### src/sv/fctc_pkg.sv
package fctc_pkg;

   // Field and internal widths
   localparam int SAMPLE_W = 12;
   localparam int SUM_W    = 16;
   localparam int COUNT_W  = 4;
   localparam int TEMP_W   = 8;
   localparam int DRIVE_W  = 8;
   localparam int ENTRY_W  = 5;

   // Defaults for the top-level parameters
   localparam int DEF_SAMPLES_PER_READING = 10;
   localparam int DEF_CURVE_ENTRIES       = 17;

   // Degrees = (10000*sum - 18787360*N) / (70732*N), truncated toward zero
   localparam int SUM_SCALE  = 10000;
   localparam int DEG_OFFSET = 18787360;
   localparam int DEG_SCALE  = 70732;

   // Reciprocal divide: magnitude below 128 divisors, quotient below 128
   localparam int MAG_W       = 28;
   localparam int RECIP_W     = 32;
   localparam int RECIP_SHIFT = 48;
   localparam int QUOT_W      = 7;
   localparam int PROD_W      = MAG_W + RECIP_W;

   localparam logic signed [TEMP_W-1:0] TEMP_MAX = 8'sd127;
   localparam logic signed [TEMP_W-1:0] TEMP_MIN = -8'sd128;

   // One point of the fan curve, drives already inverted: 255 - pct*255/100
   typedef struct packed {
      logic signed [TEMP_W-1:0] thresh;
      logic [DRIVE_W-1:0]       drive_a;
      logic [DRIVE_W-1:0]       drive_b;
   } curve_point_type;

   localparam int CURVE_LEN = 17;

   localparam curve_point_type CURVE_TABLE [CURVE_LEN] = '{
      '{8'sd34,  8'd243, 8'd245},   // 5%   4%
      '{8'sd35,  8'd235, 8'd245},   // 8%   4%
      '{8'sd36,  8'd230, 8'd245},   // 10%  4%
      '{8'sd37,  8'd225, 8'd245},   // 12%  4%
      '{8'sd39,  8'd220, 8'd245},   // 14%  4%
      '{8'sd40,  8'd215, 8'd243},   // 16%  5%
      '{8'sd42,  8'd204, 8'd240},   // 20%  6%
      '{8'sd44,  8'd192, 8'd238},   // 25%  7%
      '{8'sd46,  8'd179, 8'd233},   // 30%  9%
      '{8'sd48,  8'd166, 8'd217},   // 35%  15%
      '{8'sd50,  8'd141, 8'd192},   // 45%  25%
      '{8'sd51,  8'd115, 8'd164},   // 55%  36%
      '{8'sd52,  8'd90,  8'd133},   // 65%  48%
      '{8'sd53,  8'd51,  8'd97},    // 80%  62%
      '{8'sd54,  8'd26,  8'd67},    // 90%  74%
      '{8'sd55,  8'd13,  8'd36},    // 95%  86%
      '{8'sd125, 8'd0,   8'd0}      // 100% 100%
   };

endpackage

### src/sv/fan_curve_temperature_controller_core.sv
// Fan curve controller: sums raw 12-bit sensor samples and, on every
// SAMPLES_PER_READING-th sample, emits one word with the averaged temperature
// in whole degrees (saturated to -128..127), the two inverted PWM compare
// values of the first curve point whose threshold is at or above it, the
// point's index and a match flag; with no match the previous drives are
// repeated and matched is 0. Other samples produce no word. One sample is
// taken every cycle while req_stall is low. The closing sum of a reading is
// registered, then offset and magnitude, reciprocal multiply and curve
// lookup are each registered in turn; the 28x32 reciprocal multiply stage
// sets the clock. Three internal stages plus the output register buffer
// results, so samples keep flowing while a result waits.
module fan_curve_temperature_controller_core
   import fctc_pkg::*;
#(
   parameter int SAMPLES_PER_READING = DEF_SAMPLES_PER_READING,
   parameter int CURVE_ENTRIES       = DEF_CURVE_ENTRIES
) (
   input  logic                       clock,
   input  logic                       reset,
   input  logic                       req_valid,
   output logic                       req_stall,
   input  logic [SAMPLE_W-1:0]        req_adc_sample,
   output logic                       rsp_valid,
   input  logic                       rsp_stall,
   output logic signed [TEMP_W-1:0]   rsp_temperature,
   output logic [DRIVE_W-1:0]         rsp_fan0_drive,
   output logic [DRIVE_W-1:0]         rsp_fan1_drive,
   output logic [ENTRY_W-1:0]         rsp_entry_chosen,
   output logic                       rsp_matched
);

   localparam logic [COUNT_W-1:0] READ_COUNT = COUNT_W'(SAMPLES_PER_READING);
   localparam logic [63:0] DIVISOR     = 64'(DEG_SCALE) * 64'(SAMPLES_PER_READING);
   localparam logic [63:0] OFFSET64    = 64'(DEG_OFFSET) * 64'(SAMPLES_PER_READING);
   localparam logic [31:0] OFFSET      = OFFSET64[31:0];
   localparam logic [63:0] SAT_LIMIT64 = DIVISOR * 64'd128;
   localparam logic [31:0] SAT_LIMIT   = SAT_LIMIT64[31:0];
   localparam logic [63:0] RECIP64     =
      ((64'd1 << RECIP_SHIFT) + DIVISOR - 64'd1) / DIVISOR;
   localparam logic [RECIP_W-1:0] RECIP = RECIP64[RECIP_W-1:0];

   // Accumulator
   logic [SUM_W-1:0]   sum_ff, sum_in;
   logic [COUNT_W-1:0] count_ff, count_in;
   logic [SUM_W-1:0]   sum_next;
   logic [COUNT_W-1:0] count_next;
   logic               reading_done;
   logic               req_accept;

   // Stage 1: completed sum
   logic               p1_valid_ff, p1_valid_in;
   logic [SUM_W-1:0]   p1_sum_ff;
   logic               p1_free;

   // Stage 2: sign, saturation and magnitude of the scaled numerator
   logic               p2_valid_ff, p2_valid_in;
   logic               p2_neg_ff, p2_sat_ff;
   logic [MAG_W-1:0]   p2_mag_ff;
   logic               p2_free;
   logic [31:0]        scaled;
   logic [31:0]        diff;
   logic               num_neg;

   // Stage 3: temperature
   logic                      p3_valid_ff, p3_valid_in;
   logic signed [TEMP_W-1:0]  p3_temp_ff, p3_temp_in;
   logic                      p3_free;
   logic [PROD_W-1:0]         prod;
   logic [QUOT_W-1:0]         quot;

   // Output register and held drives
   logic                      rsp_valid_ff, rsp_valid_in;
   logic signed [TEMP_W-1:0]  rsp_temp_ff;
   logic [DRIVE_W-1:0]        rsp_drive_a_ff, rsp_drive_b_ff;
   logic [ENTRY_W-1:0]        rsp_entry_ff;
   logic                      rsp_matched_ff;
   logic [DRIVE_W-1:0]        held_a_ff, held_b_ff;
   logic                      out_free;
   logic                      hit;
   logic [ENTRY_W-1:0]        chosen;
   logic [DRIVE_W-1:0]        drive_a, drive_b;

   // Flow control: a stage loads when it is empty or its word moves on
   assign out_free   = !rsp_valid_ff || !rsp_stall;
   assign p3_free    = !p3_valid_ff || out_free;
   assign p2_free    = !p2_valid_ff || p3_free;
   assign p1_free    = !p1_valid_ff || p2_free;
   assign req_stall  = !p1_free;
   assign req_accept = req_valid && !req_stall;

   // Accumulate samples, restart after a full reading
   always_comb begin
      sum_next     = sum_ff + SUM_W'(req_adc_sample);
      count_next   = count_ff + COUNT_W'(1);
      reading_done = (count_next == READ_COUNT);
      sum_in       = sum_ff;
      count_in     = count_ff;
      if (req_accept) begin
         sum_in   = reading_done ? '0 : sum_next;
         count_in = reading_done ? '0 : count_next;
      end
   end

   assign p1_valid_in = p1_free ? (req_accept && reading_done) : p1_valid_ff;

   // Scale the sum and remove the offset, keep sign and magnitude
   always_comb begin
      scaled  = 32'(p1_sum_ff) * 32'(SUM_SCALE);
      num_neg = (scaled < OFFSET);
      diff    = num_neg ? (OFFSET - scaled) : (scaled - OFFSET);
   end

   assign p2_valid_in = p2_free ? p1_valid_ff : p2_valid_ff;

   // Divide by the constant divisor through its reciprocal, then saturate
   always_comb begin
      prod = PROD_W'(p2_mag_ff) * PROD_W'(RECIP);
      quot = prod[RECIP_SHIFT +: QUOT_W];
      priority if (p2_sat_ff) begin
         p3_temp_in = p2_neg_ff ? TEMP_MIN : TEMP_MAX;
      end else if (p2_neg_ff) begin
         p3_temp_in = TEMP_W'(0) - {1'b0, quot};
      end else begin
         p3_temp_in = {1'b0, quot};
      end
   end

   assign p3_valid_in = p3_free ? p2_valid_ff : p3_valid_ff;

   // Find the first curve point at or above the temperature
   always_comb begin
      hit    = 1'b0;
      chosen = '0;
      for (int i = CURVE_LEN - 1; i >= 0; i--) begin
         if ((i < CURVE_ENTRIES) &&
             ($signed(p3_temp_ff) <= $signed(CURVE_TABLE[i].thresh))) begin
            hit    = 1'b1;
            chosen = ENTRY_W'(i);
         end
      end
      drive_a = hit ? CURVE_TABLE[chosen].drive_a : held_a_ff;
      drive_b = hit ? CURVE_TABLE[chosen].drive_b : held_b_ff;
   end

   assign rsp_valid_in = out_free ? p3_valid_ff : rsp_valid_ff;

   // Control state
   always_ff @(posedge clock) begin
      if (reset) begin
         sum_ff       <= '0;
         count_ff     <= '0;
         p1_valid_ff  <= 1'b0;
         p2_valid_ff  <= 1'b0;
         p3_valid_ff  <= 1'b0;
         rsp_valid_ff <= 1'b0;
         held_a_ff    <= CURVE_TABLE[0].drive_a;
         held_b_ff    <= CURVE_TABLE[0].drive_b;
      end else begin
         sum_ff       <= sum_in;
         count_ff     <= count_in;
         p1_valid_ff  <= p1_valid_in;
         p2_valid_ff  <= p2_valid_in;
         p3_valid_ff  <= p3_valid_in;
         rsp_valid_ff <= rsp_valid_in;
         if (p3_valid_ff && out_free && hit) begin
            held_a_ff <= drive_a;
            held_b_ff <= drive_b;
         end
      end
   end

   // Payload stages, loaded whenever the stage is free
   always_ff @(posedge clock) begin
      if (p1_free) begin
         p1_sum_ff <= sum_next;
      end
      if (p2_free) begin
         p2_neg_ff <= num_neg;
         p2_sat_ff <= (diff >= SAT_LIMIT);
         p2_mag_ff <= diff[MAG_W-1:0];
      end
      if (p3_free) begin
         p3_temp_ff <= p3_temp_in;
      end
      if (out_free) begin
         rsp_temp_ff    <= p3_temp_ff;
         rsp_drive_a_ff <= drive_a;
         rsp_drive_b_ff <= drive_b;
         rsp_entry_ff   <= chosen;
         rsp_matched_ff <= hit;
      end
   end

   assign rsp_valid        = rsp_valid_ff;
   assign rsp_temperature  = rsp_temp_ff;
   assign rsp_fan0_drive   = rsp_drive_a_ff;
   assign rsp_fan1_drive   = rsp_drive_b_ff;
   assign rsp_entry_chosen = rsp_entry_ff;
   assign rsp_matched      = rsp_matched_ff;

endmodule

### config.mk
export PLATFORM = sky130hd
export DESIGN_NAME = fan_curve_temperature_controller_core
export DESIGN_NICKNAME = d
export VERILOG_FILES = /design/src/sv/fctc_pkg.sv /design/src/sv/fan_curve_temperature_controller_core.sv
export SDC_FILE = /design/constraint.sdc
export NUM_CORES = 1
export LEC_CHECK = 0
export ABC_AREA = 1
export ABC_CLOCK_PERIOD_IN_PS = 9600
export BUFFER_PORTS_ARGS = -buffer_cell sky130_fd_sc_hd__buf_4
export CAP_MARGIN = 25
export CORE_MARGIN = 1.5
export CORE_UTILIZATION = 55
export DETAILED_ROUTE_END_ITERATION = 7
export GPL_TIMING_DRIVEN = 0
export PLACE_DENSITY = 0.79
export SYNTH_ARGS = -nofsm -noshare
export SYNTH_HDL_FRONTEND = slang
export SYNTH_SLANG_ARGS = --single-unit
### constraint.sdc
create_clock -name clock -period 9.6 [get_ports clock]
set_input_delay 1.92 -clock clock [delete_from_list [all_inputs] [get_ports clock]]
set_output_delay 1.92 -clock clock [all_outputs]
set_load 0.05 [all_outputs]
Word level (Yosys, flattened, before mapping)
Memory sizes are Yosys's and may differ from the RTL's. Cells that the tools add are included.

$add $sub $neg: 5. $mul: 2. Divide/modulo/power cells: 0. $lt $le $gt $ge: 20. Eq/ne operators: 1. Shifts and indexed selects: 0. Multiplexer cells: 44. Bitwise operators: 1. Reductions and logical operators: 14.

Operator list (count): 8-bit by 7-bit <= comparator with 1-bit output, second input constant (16); 5-bit 2-to-1 mux (17); 28-bit by 29-bit multiplier with 55-bit output, second input constant (1); 16-bit 2-to-1 mux (3); 8-bit 2-to-1 mux (5); 32-bit by 27-bit >= comparator with 1-bit output, second input constant (1); 32-bit 2-to-1 mux (1); 28-bit by 30-bit subtractor with 31-bit output, first input constant (1); 30-bit by 28-bit subtractor with 31-bit output, second input constant (1); 30-bit by 28-bit < comparator with 1-bit output, second input constant (1); 16-bit by 10-bit multiplier with 26-bit output, second input constant (1); 1-bit 2-to-1 mux (17); 16-bit by 12-bit adder with 16-bit output (1); 8-bit <= comparator, second input constant (1); 1-bit by 7-bit subtractor with 8-bit output, first input constant (1); 6-bit >= comparator, second input constant (1); 1-bit logical NOT (6); 5-bit NOT with 6-bit output (1); 4-bit by 1-bit adder with 4-bit output, second input constant (1); 4-bit == test, second input constant (1); 1-bit logical AND (4); 1-bit logical OR (4); 4-bit 2-to-1 mux (1).

Register bits: 124. Bits in latches: 0. Bits in writable memories: 0. Bits in read-only memories: 768. Input bits: 16. Output and inout port bits: 32. Word-level logic and storage cells: 106. Memories kept: 1.

Memory list: (no name shown) (depth 32, width 24, read ports 1, clocked after memory_dff 0, wr ports 0, line fan_curve_temperature_controller_core.sv:142) `drive_b = hit ? CURVE_TABLE[chosen].drive_b : held_b_ff;`.

Depth between registers and ports, before layout
Word-level depth: 23. Gate-level depth with buffers: 37. Depth with buffers taken out: 37.

Worst setup path after synthesis
Ideal clock, no wire load.

Path type: reg-to-reg. Start point: register p2_mag_ff[25]. End point: register p3_temp_ff[5], data pin. Setup time: 0.249 ns. Data arrival time: 6.293 ns. Required time: 9.351 ns. Setup slack: 3.058 ns. Cell stages (with the launch flop): 28. Period minus slack after synthesis: 6.542 ns. Cell sequence: edfxtp_1 -> fa_1 -> inv_1 -> fa_1 -> inv_1 -> fa_1 -> fa_1 -> fa_1 -> fa_1 -> inv_1 -> fa_1 -> inv_1 -> ha_1 -> a21oi_1 -> o21ai_0 -> a21oi_1 -> nor2_1 -> nor3_1 -> nand3_1 -> or2_2 -> nand2_1 -> nand2_1 -> nor2_1 -> nand3_1 -> nand2_1 -> nand2_1 -> nand2_1 -> inv_1.

Cells in the longest elaborated chain, start to end: 4.

Ends and longest elaborated chain: from (decl) (line fan_curve_temperature_controller_core.sv:58) `logic [MAG_W-1:0] p2_mag_ff;`; from (signal assigned) (line fan_curve_temperature_controller_core.sv:180) `p2_mag_ff <= diff[MAG_W-1:0];`; 28-bit by 29-bit multiplier with 55-bit output (*) (line fan_curve_temperature_controller_core.sv:117) `prod = PROD_W'(p2_mag_ff) * PROD_W'(RECIP);`; 1-bit by 7-bit subtractor with 8-bit output (line fan_curve_temperature_controller_core.sv:122) `p3_temp_in = TEMP_W'(0) - {1'b0, quot};`; 8-bit 2-to-1 mux (*) (line fan_curve_temperature_controller_core.sv:121) `end else if (p2_neg_ff) begin`; 8-bit 2-to-1 mux (*) (line fan_curve_temperature_controller_core.sv:119) `priority if (p2_sat_ff) begin`; net p3_temp_in[5] (line fan_curve_temperature_controller_core.sv:66) `logic signed [TEMP_W-1:0] p3_temp_ff, p3_temp_in;`; to (signal assigned) (line fan_curve_temperature_controller_core.sv:183) `p3_temp_ff <= p3_temp_in;`; to (decl) (line fan_curve_temperature_controller_core.sv:66).

The timed path passes the listed nets; every way through them passes the cells marked *. A chain may end at the register's enable or synchronous reset.

Worst setup path after layout
Start point: register p2_mag_ff[17]. End point: register p3_temp_ff[5], data pin.

Same word-level chain as after synthesis.

==> reports/metrics.cfg <==
[global_route]
antenna_found_initial = 0
overflow = 0
grt_pass1_vias = 17860
grt_max_degree = 29
grt_pass1_wl_um = 92900
grt.total_usage_pct = 28.8

[timing]
hold_viol = 0
finalSetupViolations = 0
clock.fmax_ghz = 0.131
min_period_ps = 7620
tightest_slew_ps = 1000
slew_headroom_pct = 33.1
maxSlewViolCount = 0
skew_ps = 13.1
rsz0062_at_grt = false
min_period_over_period_pct = 79.4
tns_ps = 0
fin_hold_ws_ps = 465

[floorplan]
core_area_um2 = 39500
die_w_um = 203
ios = 48
start_util_pct = 55.6
rows = 73
fp.dieH_um = 203
die-area_um2 = 41200

[drt]
route.detailed.wl_per_inst_um = 17.1
drt-vias-per-instance = 5.32
num_vias = 17762
drtPass1Iterations = 6
drc = 0
drt_wl_total_um = 57100
ant_nets = 0
drt_iter0_markers = 1361

[cts]
postCtsSetupRepairBufs = 0
root_buffer = clkbuf_16
hold_buffers = 0
insertion_delay_ps = 420
clk_path_buf_depth = 2
cts_buffers = 17
post_cts_resized = 0
cts_tree = done
h-tree-depth = 4
clock-sinks = 120
path_clk_slew_ps = 60

[setup_path]
regToRegSetupSlack_ps = 1980
cp.required_ps = 9780
reg2reg_from = p2_mag_ff[17]
ff2ff_path_depth = 24
crit_type = register to register
cp-endpoint = p3_temp_ff[5]
worstPathMaxFanout = 8
critical_path.startpoint = p2_mag_ff[17]
r2r_end = p3_temp_ff[5]
crit_path_end_kind = register
start_kind = register
arrival_ps = 7800

[logic_synthesis]
synth_warnings = 0
synth_common_cells = inv_1 (732), nand2_1 (523), ha_1 (358)
synth.distinct_cells = 51
synth_edf_count = 80
netlist_instances = 2734
ys_ff_latch = 120
synth.most_common_cell = inv_1
syn_area_per_cell_um2 = 8.04
yosys.area.top_type = fa_1
synth_nets = 3394
synth_area_um2 = 22000
synth.yosys.seq_area_share_pct = 14.6
ys_async_sr_fraction_pct = 0
synth_top_area_share_pct = 26.0
synthTopCellsByArea = fa_1 (26%), ha_1 (20%), inv_1 (12%)
synth_ff_type = edfxtp_1

[placed_design]
hpwl_um = 49400
port_buffers = 46
dp.cells = 3306
place_congestion = 1.02

[run_status]
status = completed

[finish]
nNetsFinal = 3460
fin_util_pct = 59.7
final_cell_count_no_fill = 3338
n_antenna_cell = 0
drive_above_1_share_pct = 4.98
area_growth_pct = 7.41

[worst_hold_path]
hp-class = register to register
worstHoldPathCells = 2

[run]
maxCapViolations = 0

## final cells by class
cell class	count	area, um2
inverters	749	2810
multi-input cells	1846	15900
well taps	525	657
fillers	3477	15900
clock buffers	18	450
clock inverters	14	149
flip-flops and latches	120	3200
repair buffers	47	373
plain buffers	19	95.1
## cells by family (layout without fill, tap and decap cells)
family | count (synthesis) | count (layout) | share of synthesized area (%)
DFF | 120 | 120 | 14.6
and+or+nand+nor | 894 | 894 | 17.0
xor gates and xnor gates | 61 | 61 | 2.52
muxes | 1 | 1 | 0.0455
buffers and inverters | 768 | 847 | 13.2
adders and majority gates | 644 | 644 | 46.4
AOI/OAI and AO/OA | 246 | 246 | 6.20
## worst max-delay path, cell delays in order (launching register included)
cell	delay [ps]
edfxtp_1	730
fa_1	900
inv_1	120
fa_1	540
inv_1	40
ha_1	300
fa_1	470
fa_1	540
fa_1	550
inv_1	70
fa_1	560
inv_1	50
ha_1	310
nand2_1	60
nor2_1	200
inv_1	90
nor4_1	600
o21ai_0	360
nand3_1	200
xor2_1	260
nor2_1	110
nand3_1	120
nand3b_1	90
nand2_1	80
inv_1	30
## how the worst min path moves through the flow
stage	startpoint	endpoint	slack (ps)
after floorplan	p3_temp_ff[7]	rsp_temperature[7]	420
after global placement	p1_valid_ff	p2_valid_ff	440
after detailed placement	held_a_ff[0]	held_a_ff[0]	450
after CTS	held_a_ff[0]	held_a_ff[0]	470
after global routing	sum_ff[3]	sum_ff[3]	490
final	held_a_ff[0]	held_a_ff[0]	460
## state kept, by name, summed over array words and instances, names as in the netlist
register	count
held_b_ff	8
count_ff	4
rsp_fan1_drive	8
rsp_valid	1
p3_temp_ff	8
p3_valid_ff	1
p2_neg_ff	1
sum_ff	16
held_a_ff	8
p1_sum_ff	16
p2_valid_ff	1
rsp_entry_chosen	5
rsp_matched	1
rsp_fan0_drive	8
p2_sat_ff	1
rsp_temperature	8
p2_mag_ff	24
p1_valid_ff	1
## metal layers
layer	wire (um)	global-route usage [%]
met3	3300	3.68
met1	23400	37.0
met5	0	0
met4	2250	10.1
met2	28200	50.1
## cell usage in the layout, fill, tap and decap left out, types with 18 or more instances in the layout
master     instances
inv_1            732
nand2_1          523
ha_1             358
fa_1             286
nor2_1           161
a21oi_1          135
nand3_1          114
edfxtp_1          80
o21ai_0           60
buf_4             47
xor2_1            44
dfxtp_1           40
nor3_1            26
nand4_1           19
clkbuf_16         18
## metrics by stage
step / instance area, um2 / setup WS (ps)
3_3_place_gp: 23000 / 2240
6_report: 23600 / 1980
2_1_floorplan: 22000 / 3060
5_1_grt: 23600 / 1680
3_5_place_dp: 23000 / 2080
4_1_cts: 23600 / 2040
Power is left out: the tool's default activity adds up to more than one toggle a clock period on the data nets, which glitch-free logic cannot reach.
